## config.mk

```make
export PLATFORM = sky130hd
export DESIGN_NAME = logic_formula_tokenizer_unit
export DESIGN_NICKNAME = d
export VERILOG_FILES = /design/src/rtl/core/lft_pkg.sv /design/src/rtl/core/lft_front.sv /design/src/rtl/core/lft_queue.sv /design/src/rtl/core/lft_back.sv /design/src/rtl/core/lft_obuf.sv /design/src/rtl/core/logic_formula_tokenizer_unit.sv
export VERILOG_INCLUDE_DIRS = /design/src /design/src/rtl/core
export SDC_FILE = /design/constraint.sdc
export NUM_CORES = 1
export LEC_CHECK = 0
export BUFFER_PORTS_ARGS = -buffer_cell sky130_fd_sc_hd__buf_2
export CORE_ASPECT_RATIO = 0.8
export CORE_UTILIZATION = 55
export CTS_CLUSTER_SIZE = 10
export DETAILED_ROUTE_END_ITERATION = 10
export PLACE_DENSITY = 0.81
export SYNTH_ARGS = -nofsm -noshare
export SYNTH_HDL_FRONTEND = slang
export SYNTH_SLANG_ARGS = --single-unit
```

## constraint.sdc

```tcl
create_clock -name clk -period 12.6 [get_ports clk]
set_input_delay 1.26 -clock clk [delete_from_list [all_inputs] [get_ports clk]]
set_output_delay 1.26 -clock clk [all_outputs]
set_load 0.01 [all_outputs]
```

## src/rtl/core/assert_macros.svh

```systemverilog
// Assertion macros shared by the tokenizer RTL.
// Each macro takes a label, the clock, the active-low reset and the checked terms.
`ifndef ASSERT_MACROS_SVH
`define ASSERT_MACROS_SVH

// Condition holds at every clock edge outside reset.
`define ASSERT_ALWAYS(lbl, clk, rst_n, expr) \
  lbl: assert property (@(posedge clk) disable iff (!rst_n) (expr)) \
    else $error("assertion failed");

// Antecedent implies consequent in the same cycle.
`define ASSERT_IMPL(lbl, clk, rst_n, ante, cons) \
  lbl: assert property (@(posedge clk) disable iff (!rst_n) (ante) |-> (cons)) \
    else $error("assertion failed");

// Antecedent implies consequent in the next cycle.
`define ASSERT_NEXT(lbl, clk, rst_n, ante, cons) \
  lbl: assert property (@(posedge clk) disable iff (!rst_n) (ante) |=> (cons)) \
    else $error("assertion failed");

`endif

```

## src/rtl/core/lft_pkg.sv

```systemverilog
// Types and constants for the logic formula tokenizer.
// Used by every module of the block but lft_queue; depends on nothing.
`timescale 1ns / 1ps

package lft_pkg;

  // Token codes of the result channel
  typedef enum logic [3:0] {
    KIND_VAR   = 4'd0,
    KIND_TRUE  = 4'd1,
    KIND_FALSE = 4'd2,
    KIND_NEG   = 4'd3,
    KIND_AND   = 4'd4,
    KIND_OR    = 4'd5,
    KIND_IMPL  = 4'd6,
    KIND_END   = 4'd7,
    KIND_ERR   = 4'd8
  } token_kind_t;

  // Character classes handed from the front to the back
  typedef enum logic [2:0] {
    CLS_SKIP,
    CLS_NEWLINE,
    CLS_HASH,
    CLS_TOKEN,
    CLS_DIGIT,
    CLS_OTHER,
    CLS_EOI
  } char_class_t;

  // Characters the lexer knows
  localparam logic [7:0] CH_ZERO  = 8'h30;
  localparam logic [7:0] CH_NINE  = 8'h39;
  localparam logic [7:0] CH_HASH  = 8'h23;
  localparam logic [7:0] CH_NL    = 8'h0A;
  localparam logic [7:0] CH_SPACE = 8'h20;
  localparam logic [7:0] CH_TAB   = 8'h09;
  localparam logic [7:0] CH_T     = 8'h74;
  localparam logic [7:0] CH_F     = 8'h66;
  localparam logic [7:0] CH_MINUS = 8'h2D;
  localparam logic [7:0] CH_AMP   = 8'h26;
  localparam logic [7:0] CH_BAR   = 8'h7C;
  localparam logic [7:0] CH_GT    = 8'h3E;

  typedef struct packed {
    logic [7:0] character;
    logic       end_of_input;
  } in_item_t;

  typedef struct packed {
    token_kind_t token_kind;
    logic [15:0] variable_number;
    logic [15:0] line_number;
    logic [15:0] column_number;
    logic        last;
  } out_item_t;

  // Classified character as queued between front and back
  typedef struct packed {
    char_class_t cls;
    token_kind_t kind;
    logic [3:0]  digit;
  } cls_item_t;

  // Results that the back writes into the output buffer together
  typedef struct packed {
    logic [1:0] num;
    out_item_t  first;
    out_item_t  second;
  } res_push_t;

endpackage

```

## src/rtl/core/lft_front.sv

```systemverilog
// Front of the tokenizer: takes input requests and classifies each character.
// Depends on lft_pkg; feeds lft_queue.
`timescale 1ns / 1ps

module lft_front (
  input  logic              in_valid,
  output logic              in_ready,
  input  lft_pkg::in_item_t in_data,
  output logic              q_push,
  output lft_pkg::cls_item_t q_data,
  input  logic              q_ready
);
  import lft_pkg::*;

  // Handshake goes straight to the queue
  assign in_ready = q_ready;
  assign q_push   = in_valid && q_ready;

  // Character decoder
  always_comb begin
    q_data.kind  = KIND_ERR;
    q_data.digit = in_data.character[3:0];
    q_data.cls   = CLS_OTHER;
    if (in_data.end_of_input) begin
      q_data.cls = CLS_EOI;
    end else begin
      unique case (in_data.character) inside
        CH_SPACE, CH_TAB:   q_data.cls = CLS_SKIP;
        CH_NL:              q_data.cls = CLS_NEWLINE;
        CH_HASH:            q_data.cls = CLS_HASH;
        CH_T: begin
          q_data.cls  = CLS_TOKEN;
          q_data.kind = KIND_TRUE;
        end
        CH_F: begin
          q_data.cls  = CLS_TOKEN;
          q_data.kind = KIND_FALSE;
        end
        CH_MINUS: begin
          q_data.cls  = CLS_TOKEN;
          q_data.kind = KIND_NEG;
        end
        CH_AMP: begin
          q_data.cls  = CLS_TOKEN;
          q_data.kind = KIND_AND;
        end
        CH_BAR: begin
          q_data.cls  = CLS_TOKEN;
          q_data.kind = KIND_OR;
        end
        CH_GT: begin
          q_data.cls  = CLS_TOKEN;
          q_data.kind = KIND_IMPL;
        end
        [CH_ZERO:CH_NINE]:  q_data.cls = CLS_DIGIT;
        default:            q_data.cls = CLS_OTHER;
      endcase
    end
  end

endmodule

```

## src/rtl/core/lft_queue.sv

```systemverilog
// Small FIFO that decouples the tokenizer front from the back.
// Generic data vector; depends on nothing.
`timescale 1ns / 1ps

module lft_queue #(
  parameter int WIDTH = 8,
  parameter int DEPTH = 2
) (
  input  logic             clk,
  input  logic             rst_n,
  input  logic             push,
  input  logic [WIDTH-1:0] push_data,
  output logic             ready,
  output logic             valid,
  input  logic             pop,
  output logic [WIDTH-1:0] pop_data
);
  localparam int PtrW = (DEPTH > 1) ? $clog2(DEPTH) : 1;
  localparam int CntW = $clog2(DEPTH + 1);

  logic [WIDTH-1:0] mem_r [DEPTH];
  logic [PtrW-1:0]  wptr_r, wptr_nxt;
  logic [PtrW-1:0]  rptr_r, rptr_nxt;
  logic [CntW-1:0]  count_r, count_nxt;

  assign ready    = count_r != CntW'(DEPTH);
  assign valid    = count_r != '0;
  assign pop_data = mem_r[rptr_r];

  // Pointer and fill count
  always_comb begin
    wptr_nxt  = wptr_r;
    rptr_nxt  = rptr_r;
    count_nxt = count_r;
    if (push) begin
      wptr_nxt = (wptr_r == PtrW'(DEPTH - 1)) ? '0 : wptr_r + 1'b1;
    end
    if (pop) begin
      rptr_nxt = (rptr_r == PtrW'(DEPTH - 1)) ? '0 : rptr_r + 1'b1;
    end
    if (push && !pop) begin
      count_nxt = count_r + 1'b1;
    end else if (pop && !push) begin
      count_nxt = count_r - 1'b1;
    end
  end

  always_ff @(posedge clk) begin
    if (!rst_n) begin
      wptr_r  <= '0;
      rptr_r  <= '0;
      count_r <= '0;
    end else begin
      wptr_r  <= wptr_nxt;
      rptr_r  <= rptr_nxt;
      count_r <= count_nxt;
    end
  end

  // Storage
  always_ff @(posedge clk) begin
    if (push) begin
      mem_r[wptr_r] <= push_data;
    end
  end

endmodule

```

## src/rtl/core/lft_back.sv

```systemverilog
// Back of the tokenizer: lexer modes, number accumulation and line/column counting.
// Depends on lft_pkg and assert_macros.svh; writes results into lft_obuf.
`timescale 1ns / 1ps
`include "assert_macros.svh"

module lft_back #(
  parameter int VALUE_BITS    = 16,
  parameter int POSITION_BITS = 16
) (
  input  logic                clk,
  input  logic                rst_n,
  input  logic                q_valid,
  input  lft_pkg::cls_item_t  q_data,
  output logic                pop,
  input  logic                room_two,
  output lft_pkg::res_push_t  push
);
  import lft_pkg::*;

  typedef enum logic [1:0] {
    MODE_IDLE,
    MODE_COMMENT,
    MODE_NUMBER,
    MODE_STOPPED
  } mode_t;

  localparam int SumW = VALUE_BITS + 4;

  mode_t                    mode_r, mode_nxt;
  logic [VALUE_BITS-1:0]    acc_r, acc_nxt;
  logic [POSITION_BITS-1:0] line_r, line_nxt;
  logic [POSITION_BITS-1:0] col_r, col_nxt;
  logic [POSITION_BITS-1:0] tsl_r, tsl_nxt;
  logic [POSITION_BITS-1:0] tsc_r, tsc_nxt;

  logic [POSITION_BITS-1:0] line_step, col_step;
  logic [SumW-1:0]          sum;
  logic                     overflow;
  logic                     idle_go;
  logic                     var_v, tok_v;
  out_item_t                var_res, tok_res;

  function automatic logic [POSITION_BITS-1:0] sat_inc(input logic [POSITION_BITS-1:0] x);
    sat_inc = (&x) ? x : x + 1'b1;
  endfunction

  // One character per cycle whenever the buffer can take two results
  assign pop = q_valid && room_two;

  assign line_step = sat_inc(line_r);
  assign col_step  = sat_inc(col_r);

  // acc * 10 + digit, with room to spot overflow
  assign sum = {1'b0, acc_r, 3'b000} + {3'b000, acc_r, 1'b0} + SumW'(q_data.digit);
  assign overflow = |sum[SumW-1:VALUE_BITS];

  // Pending number as a variable token
  always_comb begin
    var_res.token_kind      = KIND_VAR;
    var_res.variable_number = 16'(acc_r);
    var_res.line_number     = 16'(tsl_r);
    var_res.column_number   = 16'(tsc_r);
    var_res.last            = !tok_v;
  end

  // Lexer step
  always_comb begin
    mode_nxt = mode_r;
    acc_nxt  = acc_r;
    line_nxt = line_r;
    col_nxt  = col_r;
    tsl_nxt  = tsl_r;
    tsc_nxt  = tsc_r;
    idle_go  = 1'b0;
    var_v    = 1'b0;
    tok_v    = 1'b0;
    tok_res.token_kind      = KIND_ERR;
    tok_res.variable_number = '0;
    tok_res.line_number     = 16'(line_r);
    tok_res.column_number   = 16'(col_step);
    tok_res.last            = 1'b1;

    if (pop && mode_r != MODE_STOPPED) begin
      if (q_data.cls == CLS_EOI) begin
        // Flush a pending number, then the end token one past the last column
        var_v              = mode_r == MODE_NUMBER;
        tok_v              = 1'b1;
        tok_res.token_kind = KIND_END;
        mode_nxt           = MODE_STOPPED;
      end else begin
        col_nxt = col_step;
        unique case (mode_r)
          MODE_COMMENT: begin
            if (q_data.cls == CLS_NEWLINE) begin
              mode_nxt = MODE_IDLE;
            end
          end
          MODE_NUMBER: begin
            if (q_data.cls == CLS_DIGIT) begin
              if (overflow) begin
                tok_v    = 1'b1;
                mode_nxt = MODE_STOPPED;
              end else begin
                acc_nxt = sum[VALUE_BITS-1:0];
              end
            end else begin
              // Non-digit closes the number and starts the next token
              var_v    = 1'b1;
              acc_nxt  = '0;
              mode_nxt = MODE_IDLE;
              idle_go  = 1'b1;
            end
          end
          MODE_IDLE:    idle_go = 1'b1;
          MODE_STOPPED: idle_go = 1'b0;
          default:      idle_go = 1'b0;
        endcase

        if (idle_go) begin
          case (q_data.cls) inside
            CLS_SKIP, CLS_NEWLINE: ;
            CLS_HASH: mode_nxt = MODE_COMMENT;
            CLS_TOKEN: begin
              tok_v              = 1'b1;
              tok_res.token_kind = q_data.kind;
            end
            CLS_DIGIT: begin
              if (q_data.digit != 4'd0) begin
                mode_nxt = MODE_NUMBER;
                acc_nxt  = VALUE_BITS'(q_data.digit);
                tsl_nxt  = line_r;
                tsc_nxt  = col_step;
              end else begin
                // Leading zero
                tok_v    = 1'b1;
                mode_nxt = MODE_STOPPED;
              end
            end
            default: begin
              tok_v    = 1'b1;
              mode_nxt = MODE_STOPPED;
            end
          endcase
        end

        if (q_data.cls == CLS_NEWLINE && mode_nxt != MODE_STOPPED) begin
          col_nxt  = '0;
          line_nxt = line_step;
        end
      end
    end
  end

  // Results in order: variable first, then the token of this character
  always_comb begin
    push.num    = 2'(var_v) + 2'(tok_v);
    push.first  = var_v ? var_res : tok_res;
    push.second = tok_res;
  end

  always_ff @(posedge clk) begin
    if (!rst_n) begin
      mode_r <= MODE_IDLE;
      acc_r  <= '0;
      line_r <= POSITION_BITS'(1);
      col_r  <= '0;
      tsl_r  <= POSITION_BITS'(1);
      tsc_r  <= '0;
    end else begin
      mode_r <= mode_nxt;
      acc_r  <= acc_nxt;
      line_r <= line_nxt;
      col_r  <= col_nxt;
      tsl_r  <= tsl_nxt;
      tsc_r  <= tsc_nxt;
    end
  end

  `ASSERT_NEXT(a_stop_holds, clk, rst_n, mode_r == MODE_STOPPED, mode_r == MODE_STOPPED)
  `ASSERT_IMPL(a_push_room, clk, rst_n, push.num != 2'd0, room_two)
  `ASSERT_IMPL(a_number_nonzero, clk, rst_n, mode_r == MODE_NUMBER, acc_r != '0)

endmodule

```

## src/rtl/core/lft_obuf.sv

```systemverilog
// Result buffer of the tokenizer: takes up to two results a cycle, gives one while out_ready is high.
// Depends on lft_pkg and assert_macros.svh.
`timescale 1ns / 1ps
`include "assert_macros.svh"

module lft_obuf (
  input  logic                clk,
  input  logic                rst_n,
  input  lft_pkg::res_push_t  push,
  output logic                room_two,
  output logic                out_valid,
  input  logic                out_ready,
  output lft_pkg::out_item_t  out_data
);
  import lft_pkg::*;

  localparam int Depth = 4;

  out_item_t  mem_r [Depth];
  logic [1:0] wptr_r, wptr_nxt;
  logic [1:0] rptr_r, rptr_nxt;
  logic [2:0] count_r, count_nxt;
  logic       pop;

  assign out_valid = count_r != 3'd0;
  assign out_data  = mem_r[rptr_r];
  assign pop       = out_valid && out_ready;
  assign room_two  = count_r <= 3'(Depth - 2);

  // Pointers wrap naturally at four entries
  always_comb begin
    wptr_nxt  = wptr_r + push.num;
    rptr_nxt  = rptr_r + 2'(pop);
    count_nxt = count_r + 3'(push.num) - 3'(pop);
  end

  always_ff @(posedge clk) begin
    if (!rst_n) begin
      wptr_r  <= '0;
      rptr_r  <= '0;
      count_r <= '0;
    end else begin
      wptr_r  <= wptr_nxt;
      rptr_r  <= rptr_nxt;
      count_r <= count_nxt;
    end
  end

  // Storage
  always_ff @(posedge clk) begin
    if (push.num != 2'd0) begin
      mem_r[wptr_r] <= push.first;
    end
    if (push.num == 2'd2) begin
      mem_r[wptr_r + 2'd1] <= push.second;
    end
  end

  `ASSERT_ALWAYS(a_obuf_bound, clk, rst_n, count_r <= 3'(Depth))
  `ASSERT_IMPL(a_obuf_two, clk, rst_n, push.num == 2'd2, count_r <= 3'(Depth - 2))

endmodule

```

## src/rtl/core/logic_formula_tokenizer_unit.sv

```systemverilog
// Tokenizer for propositional formulas, one character per request.
// A character waits in lft_queue, its results in lft_obuf, before they can be taken.
// Throughput: one character per cycle while lft_obuf has room for two results;
// a character closing a number and starting a token gives two, sent one at a time.
// Reset (rst_n, synchronous): queues empty, lexer between tokens, line 1, column 0.
// Depends on lft_pkg, lft_front, lft_queue, lft_back and lft_obuf.
`timescale 1ns / 1ps

module logic_formula_tokenizer_unit #(
  parameter int VALUE_BITS    = 16,
  parameter int POSITION_BITS = 16
) (
  input  logic               clk,
  input  logic               rst_n,
  input  logic               in_valid,
  output logic               in_ready,
  input  lft_pkg::in_item_t  in_data,
  output logic               out_valid,
  input  logic               out_ready,
  output lft_pkg::out_item_t out_data
);
  import lft_pkg::*;

  localparam int ClsW   = $bits(cls_item_t);
  localparam int QDepth = 2;

  logic      q_push, q_ready, q_valid, q_pop, room_two;
  cls_item_t q_in, q_out;
  res_push_t push;

  lft_front u_front (
    .in_valid (in_valid),
    .in_ready (in_ready),
    .in_data  (in_data),
    .q_push   (q_push),
    .q_data   (q_in),
    .q_ready  (q_ready)
  );

  lft_queue #(
    .WIDTH (ClsW),
    .DEPTH (QDepth)
  ) u_queue (
    .clk       (clk),
    .rst_n     (rst_n),
    .push      (q_push),
    .push_data (q_in),
    .ready     (q_ready),
    .valid     (q_valid),
    .pop       (q_pop),
    .pop_data  (q_out)
  );

  lft_back #(
    .VALUE_BITS    (VALUE_BITS),
    .POSITION_BITS (POSITION_BITS)
  ) u_back (
    .clk      (clk),
    .rst_n    (rst_n),
    .q_valid  (q_valid),
    .q_data   (q_out),
    .pop      (q_pop),
    .room_two (room_two),
    .push     (push)
  );

  lft_obuf u_obuf (
    .clk       (clk),
    .rst_n     (rst_n),
    .push      (push),
    .room_two  (room_two),
    .out_valid (out_valid),
    .out_ready (out_ready),
    .out_data  (out_data)
  );

endmodule
```

==> reports/summary.txt <==
synth top area cells -> edfxtp_1 32%, dfxtp_1 21%, mux4_2 7.6%, a22o_1 7.5%, ha_1 3.7%
endpoints failing hold -> 0
slew at the pin closest to its max-slew limit -> 1039 ps
Slew Limit Fails -> 0
Sink Count -> 328
Synth Cell Area -> 15710 sq um
Post-DRT Antenna Nets -> 0
First-pass DRT Iterations -> 5
initial antenna violation count -> 0
multi-input logic area -> 7019 sq um
Via-to-Cell Ratio -> 6.426
number of hold-repair buffers added at the cts stage -> 0
WP data required -> 12760 ps
Die X -> 191.0 um
Placement Cell Area -> 16340 sq um
die area -> 29250 sq um
routed wire length per instance -> 21.08 um
worst reg2reg path depth -> 21
number of port buffers -> 67
sequential area share after synthesis -> 52.37%
FF+latch count, synth -> 328
hold crit path type -> register to register
clk slew on worst S/H paths -> 60 ps
VDD IR max -> 0.0001248 V
total I/O pin count -> 68
Inserted Clock Buffers -> 38
largest net degree at the start of global routing -> 55
met3 WL post-DR -> 3.337 mm
Distinct cells, synth -> 73
setup TNS -> 0 ps
average size of a mapped cell -> 11.13 sq um
fraction of final layout cells sized beyond drive strength 1 -> 14.70%
drt drc -> 0
crit-path cells -> mux2_2, ha_1, ha_1, inv_1, fa_1, nor2b_1, o31ai_2, a211oi_1, or4_1, and3_1, nand4_4, a22o_1, nand2_1, ha_1, inv_1, nand2_1, or2_2, nor2b_1, buf_4, inv_1, buf_4
Worst setup SP type -> register
vias in the first global route -> 11340
Worst Slack Setup Final -> 6297 ps
synth warn -> 0
clock buffer depth -> 3
vias post-DR -> 11820
total global routing overflow -> 0
met2 WL post-DR -> 18.16 mm
Placer Congestion -> 0.8956
Setup Skew -> 23.15 ps
Max Clk Rate -> 0.1586 GHz
Post-synth top flop -> edfxtp_1
Pleak -> 6.210 nW
num rows -> 54
number of diodes -> 0
Post-synth EDFFs -> 166
cts repair resizes -> 0
Top Layer Used -> met4
flop2flop setup slack -> 6300 ps
Setup-failing EPs final -> 0
pwr dens -> 189.4 nW/um^2
total global-route track usage -> 26.50%
pre-CTS setup slack -> 6413 ps
Post-Syn Instances -> 1411
utilization after layout -> 63.14%
Post-Syn Nets -> 1473
CTS tree -> done
FILL cells -> 2039
fin area -> 17450 sq um
nets -> 1513
critical path class -> register to register
clock root buffer -> clkbuf_16
fraction of registers with async set/reset -> 0%
most common cell after layout, fill and taps aside -> edfxtp_1
commonest cells after routing, fill and taps aside -> 166 x edfxtp_1, 160 x dfxtp_1, 144 x nand2_1
Routed WL -> 38.79 mm
Tmin final -> 6303 ps
Core Area -> 27630 sq um
RSZ-0062 raised after global routing -> false
Max FO, Critical Path -> 28
DP HPWL -> 24.26 mm
Crit-path slowest cell -> dfxtp_1
crit end category -> register
Worst slew margin -> 30.74%
initial core utilization -> 56.85%
storage element area -> 8233 sq um
Clk Latency, worst-skew pair -> 530 ps
critical path arrival -> 6460 ps
Initial DRC Count -> 1349
Worst R2R End -> u_obuf.mem_r[2][29]
max_cap viols -> 0
Met1 Wirelength -> 16.37 mm
synth-to-layout area growth -> 11.06%
area leader, netlist -> edfxtp_1
status -> finished, final reports clean
die height -> 153.2 um
final period utilization -> 50.03%
hold_ws -> 470.8 ps
H-tree levels -> 2
postcts setup bufs -> 0
Worst Setup EP -> u_obuf.mem_r[2][29]
critical path's largest stage delay -> 850 ps
first-pass GRT wire length -> 61.42 mm
area share of the largest cell type after synthesis -> 31.73%
==> state kept, by name (all words and copies together) (netlist names), 2 cells and up, named ones only <==
register	cells
u_obuf.mem_r	212
u_back.line_r	16
u_obuf.count_r	3
u_back.col_r	16
u_back.mode_r	2
u_queue.count_r	2
u_obuf.rptr_r	2
u_queue.mem_r	22
u_back.tsc_r	16
u_back.acc_r	16
u_obuf.wptr_r	2
u_back.tsl_r	16
==> kinds of logic (layout without fill, tap and decap cells) <==
| family | Yosys count | after routing | share of synthesized area, % |
|---|---|---|---|
| compound gates | 406 | 406 | 17.90 |
| xor+xnor | 45 | 45 | 2.557 |
| fa+ha+maj | 49 | 49 | 4.046 |
| buf+inv | 123 | 188 | 3.090 |
| flops | 328 | 328 | 52.37 |
| mux | 69 | 69 | 8.761 |
| simple gates | 391 | 391 | 11.28 |
==> report_power, final <==
| group | internal, mW | total, mW | switching, mW |
|---|---|---|---|
| clock | 0.581 | 0.996 | 0.415 |
| combinational | 0.352 | 0.918 | 0.565 |
| sequential | 1.29 | 1.39 | 0.0979 |
| total | 2.23 | 3.30 | 1.08 |
==> layer usage <==
| metal | vias to the layer above | track usage (%) |
|---|---|---|
| met1 | 5778 | 37.63 |
| li1 | 5368 | - |
| met3 | 78 | 4.064 |
| met2 | 599 | 41.91 |
| met5 | - | 0 |
| met4 | 0 | 8.038 |
==> final cells by class <==
type	instances	area share, %
Sequential cell	328	47.19
Multi-Input combinational cell	960	40.23
Clock buffer	63	6.167
Timing Repair Buffer	90	2.911
Tap cell	364	2.610
Inverter	33	0.7099
Clock inverter	2	0.1864
==> worst max-delay path: cells and delay by family, from the launching register on <==
family | cells | cell delay, ps
multiplexers | 1 | 430
buffers and inverters | 5 | 1240
AO/OA/AOI/OAI | 3 | 540
AND/OR/NAND/NOR | 8 | 1800
adder cells (fa/ha/maj) | 4 | 1060
flip-flops | 1 | 850
==> cells in the mapped netlist (all sizes together) (6+ instances only) <==
library cell and number:
a211oi 20, a21o 10, a21oi 77, a22o 134
a31oi 7, and2 14, and3 14, buf 24
clkbuf 66, dfxtp 162, edfxtp 166, ha 46
inv 32, mux2i 11, mux4 53, nand2 144
nand2b 6, nand3 26, nor2 126, nor2b 8
nor3 13, o21ai 106, o22ai 18, or3 23
xnor2 23, xor2 22
==> through the flow <==
stage / power, mW / instances
global placement: 2.275 / 1775
finish: 3.304 / 1840
global route: 3.436 / 1840
detailed placement: 2.305 / 1775
floorplan: 2.013 / 1411
CTS: 3.303 / 1840
==> how the worst min path moves through the flow <==
stage,startpoint,endpoint,slack [ps],cells past startpoint
global placement,u_obuf.mem_r[3][33],u_obuf.mem_r[3][33],450,1
detailed placement,u_obuf.mem_r[1][42],u_obuf.mem_r[1][42],450,1
CTS,u_obuf.mem_r[0][42],u_obuf.mem_r[0][42],470,1
global route,u_obuf.mem_r[1][42],u_obuf.mem_r[1][42],480,1
finish,u_obuf.mem_r[1][40],u_obuf.mem_r[1][40],470,1
floorplan,u_obuf.mem_r[0][0],u_obuf.mem_r[0][0],430,1
Power figures use the tool's default switching activity.
